===== config.mk =====
export PLATFORM = sky130hd
export DESIGN_NAME = atbv_cordic
export DESIGN_NICKNAME = d
export VERILOG_FILES = /design/src/rtl/core/atbv_pkg.sv /design/src/rtl/core/atbv_cordic.sv
export SDC_FILE = /design/constraint.sdc
export NUM_CORES = 2
export LEC_CHECK = 0
export BUFFER_PORTS_ARGS = -buffer_cell sky130_fd_sc_hd__buf_4
export CELL_PAD_IN_SITES_DETAIL_PLACEMENT = 1
export CELL_PAD_IN_SITES_GLOBAL_PLACEMENT = 1
export CORE_MARGIN = 2
export CORE_UTILIZATION = 56
export CTS_CLUSTER_DIAMETER = 80
export CTS_CLUSTER_SIZE = 20
export DETAILED_ROUTE_END_ITERATION = 12
export PLACE_DENSITY = 0.84
export SYNTH_ARGS = -nofsm -noshare
export SYNTH_HDL_FRONTEND = slang
export SYNTH_SLANG_ARGS = --single-unit

===== constraint.sdc =====
create_clock -name clk -period 10.8 [get_ports clk]
set_clock_uncertainty 0.05 [all_clocks]
set_input_delay 1.08 -clock clk [delete_from_list [all_inputs] [get_ports clk]]
set_output_delay 1.08 -clock clk [all_outputs]
set_load 0.02 [all_outputs]

===== src/rtl/core/atbv_pkg.sv =====
`timescale 1ns / 1ps
`default_nettype none
package atbv_pkg;
  localparam int AngleBits = 16;
  localparam int FracBits = 14;
  localparam int TrigIterations = 16;
  localparam int WorkFrac = 30;
  localparam int DataW = 16;
  localparam int WW = 34;
  localparam int PW = 64;
  localparam logic signed [WW-1:0] GainQ30 = 34'sd652032874;

  typedef logic signed [WW-1:0] work_t;

  typedef struct packed {
    logic signed [DataW-1:0] pitch;
    logic signed [DataW-1:0] yaw;
    logic signed [DataW-1:0] roll;
  } angles_t;

  typedef struct packed {
    logic signed [DataW-1:0] forward_x;
    logic signed [DataW-1:0] forward_y;
    logic signed [DataW-1:0] forward_z;
    logic signed [DataW-1:0] right_x;
    logic signed [DataW-1:0] right_y;
    logic signed [DataW-1:0] right_z;
    logic signed [DataW-1:0] up_x;
    logic signed [DataW-1:0] up_y;
    logic signed [DataW-1:0] up_z;
  } basis_t;

  typedef struct packed {
    work_t s;
    work_t c;
  } sincos_t;

  function automatic work_t atan_lut(input int i);
    logic [31:0] a;
    case (i)
      0: a = 32'h20000000;  1: a = 32'h12E4051D;  2: a = 32'h09FB385B;
      3: a = 32'h051111D4;  4: a = 32'h028B0D43;  5: a = 32'h0145D7E1;
      6: a = 32'h00A2F61E;  7: a = 32'h00517C55;  8: a = 32'h0028BE53;
      9: a = 32'h00145F2E;  10: a = 32'h000A2F98; 11: a = 32'h000517CC;
      12: a = 32'h00028BE6; 13: a = 32'h000145F3; 14: a = 32'h0000A2F9;
      15: a = 32'h0000517C; 16: a = 32'h000028BE; 17: a = 32'h0000145F;
      18: a = 32'h00000A2F; 19: a = 32'h00000517; 20: a = 32'h0000028B;
      21: a = 32'h00000145; 22: a = 32'h000000A2; 23: a = 32'h00000051;
      24: a = 32'h00000028; 25: a = 32'h00000014; 26: a = 32'h0000000A;
      27: a = 32'h00000005; 28: a = 32'h00000002; 29: a = 32'h00000001;
      default: a = 32'h0;
    endcase
    return work_t'({2'b00, a});
  endfunction

  // Q30 x Q30 -> Q30, round half up
  function automatic work_t mulq(input work_t a, input work_t b);
    logic signed [PW-1:0] p;
    p = PW'(a) * PW'(b) + (PW'(1) <<< (WorkFrac - 1));
    return work_t'(p >>> WorkFrac);
  endfunction

  function automatic logic signed [DataW-1:0] to_out(input work_t v);
    work_t r;
    work_t lim;
    lim = work_t'(1) <<< FracBits;
    r = (v + (work_t'(1) <<< (WorkFrac - FracBits - 1))) >>> (WorkFrac - FracBits);
    if (r > lim) r = lim;
    if (r < -lim) r = -lim;
    return r[DataW-1:0];
  endfunction
endpackage
`default_nettype wire


===== src/rtl/core/atbv_cordic.sv =====
`timescale 1ns / 1ps
`default_nettype none
// One CORDIC step per pipeline stage; fold on entry, sign fix on exit.
module atbv_cordic import atbv_pkg::*; (
  input  wire logic clk,
  input  wire logic en,
  input  wire logic signed [DataW-1:0] angle,
  output sincos_t result
);
  work_t x [TrigIterations+1];
  work_t y [TrigIterations+1];
  work_t z [TrigIterations+1];
  logic  flip [TrigIterations+1];
  work_t z0;
  logic [31:0] u;

  always_comb begin
    u = {angle[AngleBits-1:0], {(32-AngleBits){1'b0}}};
    z0 = work_t'($signed(u));
  end

  // outside a quarter turn: move by half a turn, negate at the end
  always_ff @(posedge clk) begin
    if (en) begin
      x[0] <= GainQ30;
      y[0] <= '0;
      if (z0 > work_t'(32'sh40000000) || z0 < -work_t'(32'sh40000000)) begin
        z[0] <= (z0[WW-1]) ? z0 + work_t'(34'sh080000000) : z0 - work_t'(34'sh080000000);
        flip[0] <= 1'b1;
      end else begin
        z[0] <= z0;
        flip[0] <= 1'b0;
      end
    end
  end

  for (genvar i = 0; i < TrigIterations; i++) begin : g_step
    localparam int Sh = (i < 32) ? i : 31;
    always_ff @(posedge clk) begin
      if (en) begin
        flip[i+1] <= flip[i];
        if (!z[i][WW-1]) begin
          x[i+1] <= x[i] - (y[i] >>> Sh);
          y[i+1] <= y[i] + (x[i] >>> Sh);
          z[i+1] <= z[i] - atan_lut(i);
        end else begin
          x[i+1] <= x[i] + (y[i] >>> Sh);
          y[i+1] <= y[i] - (x[i] >>> Sh);
          z[i+1] <= z[i] + atan_lut(i);
        end
      end
    end
  end

  always_ff @(posedge clk) begin
    if (en) begin
      result.s <= flip[TrigIterations] ? -y[TrigIterations] : y[TrigIterations];
      result.c <= flip[TrigIterations] ? -x[TrigIterations] : x[TrigIterations];
    end
  end
endmodule
`default_nettype wire


Yosys cells after proc, flatten, opt, wreduce, memory -nomap -nowiden
Memories as Yosys holds them, arrays and structs flattened.
Index checks and enable logic that the tools add are counted.
{"block": "classes", "bitwise_logic": 50, "n_eq_ne": 0, "mul": 0, "mux": 157, "add_sub_neg": 99, "order_cmp": 2, "div": 0, "reduce_logical": 1, "n_shift": 0}
{"operator": "two-way mux 34 bit", "count": 52}
{"operator": "two-way mux 1 bit", "count": 105}
{"operator": "adder 34 x 19 -> 34 bit", "count": 2}
{"operator": "adder 34 x 20 -> 34 bit", "count": 2}
{"operator": "adder 34 x 21 -> 34 bit", "count": 2}
{"operator": "adder 34 x 22 -> 34 bit", "count": 2}
{"operator": "adder 34 x 23 -> 34 bit", "count": 2}
{"operator": "adder 34 x 24 -> 34 bit", "count": 2}
{"operator": "adder 34 x 25 -> 34 bit", "count": 2}
{"operator": "adder 34 x 26 -> 34 bit", "count": 2}
{"operator": "adder 34 x 27 -> 34 bit", "count": 2}
{"operator": "adder 34 x 28 -> 34 bit", "count": 2}
{"operator": "adder 34 x 29 -> 34 bit", "count": 2}
{"operator": "adder 34 x 30 -> 34 bit", "count": 2}
{"operator": "adder 34 x 31 -> 34 bit", "count": 2}
{"operator": "adder 34 x 32 -> 34 bit", "count": 2}
{"operator": "adder 34 x 33 -> 34 bit", "count": 2}
{"operator": "negation 34 bit", "count": 2}
{"operator": "subtractor 34 x 19 -> 34 bit", "count": 2}
{"operator": "subtractor 34 x 20 -> 34 bit", "count": 2}
{"operator": "subtractor 34 x 21 -> 34 bit", "count": 2}
{"operator": "subtractor 34 x 22 -> 34 bit", "count": 2}
{"operator": "subtractor 34 x 23 -> 34 bit", "count": 2}
{"operator": "subtractor 34 x 24 -> 34 bit", "count": 2}
{"operator": "49 further kinds", "count": 108}
{"block": "word_totals", "regBits": 68, "output_inout_bits": 68, "mem_bits_ro": 0, "wordCells": 315, "ram_bits": 1751, "inputBits": 18, "mem_count": 4, "latchBits": 0}
{"memory": "x", "depth": 17, "width": 34, "read_ports": 17, "rd_ports_with_merged_regs": 0, "write_ports": 17, "line_no": "atbv_cordic.sv:10", "rtl": "work_t x [TrigIterations+1];"}
{"memory": "y", "depth": 17, "width": 34, "read_ports": 17, "rd_ports_with_merged_regs": 0, "write_ports": 17, "line_no": "atbv_cordic.sv:11", "rtl": "work_t y [TrigIterations+1];"}
{"memory": "z", "depth": 17, "width": 34, "read_ports": 16, "rd_ports_with_merged_regs": 0, "write_ports": 17, "line_no": "atbv_cordic.sv:12", "rtl": "work_t z [TrigIterations+1];"}
{"memory": "flip", "depth": 17, "width": 1, "read_ports": 17, "rd_ports_with_merged_regs": 0, "write_ports": 17, "line_no": "atbv_cordic.sv:13", "rtl": "logic flip [TrigIterations+1];"}

Longest topological paths before layout
{"block": "depth", "depth_word": 6, "mapped_depth": 21}

Worst setup path before layout
OpenSTA, ideal clock, no wires.
{"block": "synth_timing", "path_type": "input port to flip-flop", "start": "input port en", "end": "memory x[5][32] (netlist bit), data pin", "t_arrival_ns": 5.773, "path_slack_ns": 4.712, "required_ns": 10.485, "stages": 18, "cell_sequence": "clkbuf_1 > clkbuf_1 > nand2_1 > clkbuf_1 > clkbuf_1 > o21ai_0 > fa_1 > a21o_1 > a21oi_1 > o21ai_0 > a211oi_1 > nor3_1 > o21a_1 > a221o_1 > a221o_1 > a221oi_1 > o21ai_0 > xor2_1"}
{"item": "start: declaration", "line_no": "atbv_cordic.sv:6", "rtl": "input wire logic en,"}
{"item": "end: declaration", "line_no": "atbv_cordic.sv:10"}

==> impl_metrics.json <==
{
  "status": "complete, no violations",
  "cts_tree": "done",
  "netlist_area_um2": 125000,
  "rrSetupSlack_ns": 4.58,
  "postRouteAntennaNets": 0,
  "cts-root-buf": "clkbuf_16",
  "cts_buffers": 119,
  "cts_hold_buf": 0,
  "die_h_um": 477,
  "synth_nets": 14345,
  "rsz0062_at_grt": "no",
  "clk_pin_slew_worst_paths_ns": 0.09,
  "synth-seq-area-share_pct": 36.6,
  "drive_above_1_share_pct": 3.88,
  "vias": 101851,
  "wl_per_cell_um": 23.1,
  "drc_errors": 0,
  "cp.required_ns": 11.31,
  "maxCapViolCount": 0,
  "cts_resized": 0,
  "rows": 173,
  "numPortBuffers": 85,
  "min_period_ns": 6.83,
  "r2r_cells": 18,
  "fmax_ghz": 0.146,
  "hp-start": "z[0][22]$_DFFE_PP_",
  "cp.arrival_ns": 7.34,
  "synth-edff-count": 1530,
  "dr.pass1.iters": 6,
  "vias_per_cell": 6.35,
  "min_path_cells": 0,
  "synth_ff_type": "edfxtp_1",
  "post-cts-setup-buffers": 0,
  "cp_max_fo": 110,
  "ys_async_sr_fraction_pct": 0,
  "pin_count": 86,
  "hold_violations": 0,
  "crit_type": "primary input to register",
  "htree_levels": 3,
  "r2r_end": "y[7][33]$_DFFE_PP_",
  "start_util_pct": 56.3,
  "gp_congestion": 0.974,
  "hp-class": "register to register",
  "period_share_pct": 63.2,
  "ys_seq_elements": 1530,
  "grt_antenna_before_repair": 11,
  "slew_violations": 0,
  "holdPathEnd": "z[1][22]$_DFFE_PP_",
  "grt_pass1_wl_um": 590000,
  "yosysWarnings": 0,
  "drt_iter0_markers": 6432,
  "setup-violations-final": 0,
  "r2r_start": "x[6][10]$_DFFE_PP_",
  "syn_to_final_growth_pct": 6.55,
  "clk_latency_ns": 0.83,
  "clockBufferDepth": 3,
  "num-nets-final": 14408,
  "dieWidth_um": 477,
  "grt-ovfl-total": 0,
  "max_slew.worst_pin.slew_ns": 1.12,
  "clock_sinks": 1530,
  "finalSetupTns_ns": 0,
  "grt_pass1_vias": 107367,
  "grt_usage_pct": 31.6,
  "grt_max_degree": 151,
  "core_um2": 223000,
  "end_kind": "register",
  "startpoint_type": "primary input",
  "syn_avg_cell_area_um2": 9.72,
  "dp.final_hpwl_um": 292000,
  "die_area_um2": 228000,
  "ys_types": 95,
  "final_common_cell": "edfxtp_1",
  "drt-total-wl_um": 370000,
  "synthCells": 12904,
  "mostFrequentLayoutCells": "edfxtp_1 (1530), ha_1 (1379), a21oi_1 (1291), xnor2_1 (1271), nor2_1 (965)",
  "max_slew_margin_pct": 23.3
}
## flip-flops by register name, indices dropped and copies added (netlist names)
name / cells
y: 511
x: 484
z: 450
result: 68
flip: 17
## final cells by class
cell class	count	area, um^2
tap	2975	3720
fill	24881	88900
clock inverter	88	1060
timing repair buffer	144	1110
clock buffer	126	3050
antenna	4	10.0
inverter	537	2020
sequential	1530	45900
multi-input combinational	10635	76700
## logic make-up after synthesis
kind of cell / Yosys count / synth area share (%)
mux: 107 / 0.895
simple gates: 3266 / 12.6
flops: 1530 / 36.6
fa+ha+maj: 1423 / 14.5
buf+inv: 739 / 2.22
xor+xnor: 1891 / 13.2
compound gates: 3948 / 20.0
## critical path, stage by stage
cell,delay [ns]
buf_16,0.25
buf_4,0.47
buf_4,0.60
nand2_2,0.19
inv_1,0.40
buf_4,0.47
nor2_1,0.10
xnor2_1,0.14
ha_1,0.33
o21a_1,0.19
o31a_1,0.13
o311a_1,0.32
o21ai_0,0.32
a21bo_2,0.24
a21oi_1,0.20
a2111oi_0,0.77
o21ai_0,0.28
a31oi_1,0.34
a21oi_1,0.14
xnor2_1,0.14
## metal layers
layer	routed length [um]	up-vias	share of wire [%]	GRT usage [%]
met5	0	-	0	0
li1	-	48098	-	-
met1	153000	50674	41	38.8
met4	14200	0	3.8	11.3
met2	188000	2343	51	57.6
met3	14700	736	4.0	2.95
## synth_stat cells (20+ instances only)
cell type,instances,area (um^2)
a2111oi_0,39,342
a211o_1,20,175
a211oi_1,104,781
a21boi_0,46,345
a21o_1,659,4950
a21oi_1,1291,6460
a221oi_1,34,298
a311oi_1,20,175
a31o_2,27,236
a31oi_1,121,757
a41oi_1,20,175
and2_1,44,275
and3_1,124,776
and4_1,23,201
buf_1,26,97.6
clkbuf_1,174,653
edfxtp_1,1530,45900
fa_1,44,881
ha_1,1379,17300
inv_1,529,1990
mux2_2,41,462
mux2i_1,66,661
nand2_1,738,2770
nand2b_1,205,1280
nand3_1,245,1230
nand3b_1,30,225
nand4_1,65,407
nor2_1,965,3620
nor2b_1,161,1010
nor3_1,301,1510
nor3b_1,28,210
nor4_1,87,544
o2111ai_1,24,210
o211ai_1,50,375
o21a_1,186,1400
o21ai_0,720,3600
o21bai_1,196,1470
o31ai_1,167,1250
o41ai_1,71,622
or2_2,55,344
or3_1,100,626
or4_1,54,405
xnor2_1,1271,11100
xor2_1,620,5430
## per-stage QoR
step	cell area, um^2	worst slack [ns]	hold slack (ns)	utilization (%)	cells
final	134000	3.97	0.372	60.0	16039
after global placement	129000	3.43	0.352	58.2	15821
after floorplan	125000	4.71	0.350	-	12904
after global routing	134000	3.54	0.353	60.0	16037
after CTS	134000	4.02	0.338	60.0	16035
after detailed placement	129000	3.22	0.357	58.2	15821
## worst max-delay path by stage
| stage | to | slack [ns] | depth (start not counted) | start |
|---|---|---|---|---|
| global placement | y[12][33]$_DFFE_PP_ | 3.43 | 20 | en |
| detailed placement | y[12][33]$_DFFE_PP_ | 3.22 | 20 | en |
| finish | y[12][33]$_DFFE_PP_ | 3.97 | 20 | en |
| global route | y[12][33]$_DFFE_PP_ | 3.54 | 20 | en |
| floorplan | x[5][32]$_DFFE_PP_ | 4.71 | 18 | en |
| CTS | y[12][33]$_DFFE_PP_ | 4.02 | 20 | en |
Power is left out: the tool's default activity adds up to more than one toggle a clock period on the data nets, which glitch-free logic cannot reach.
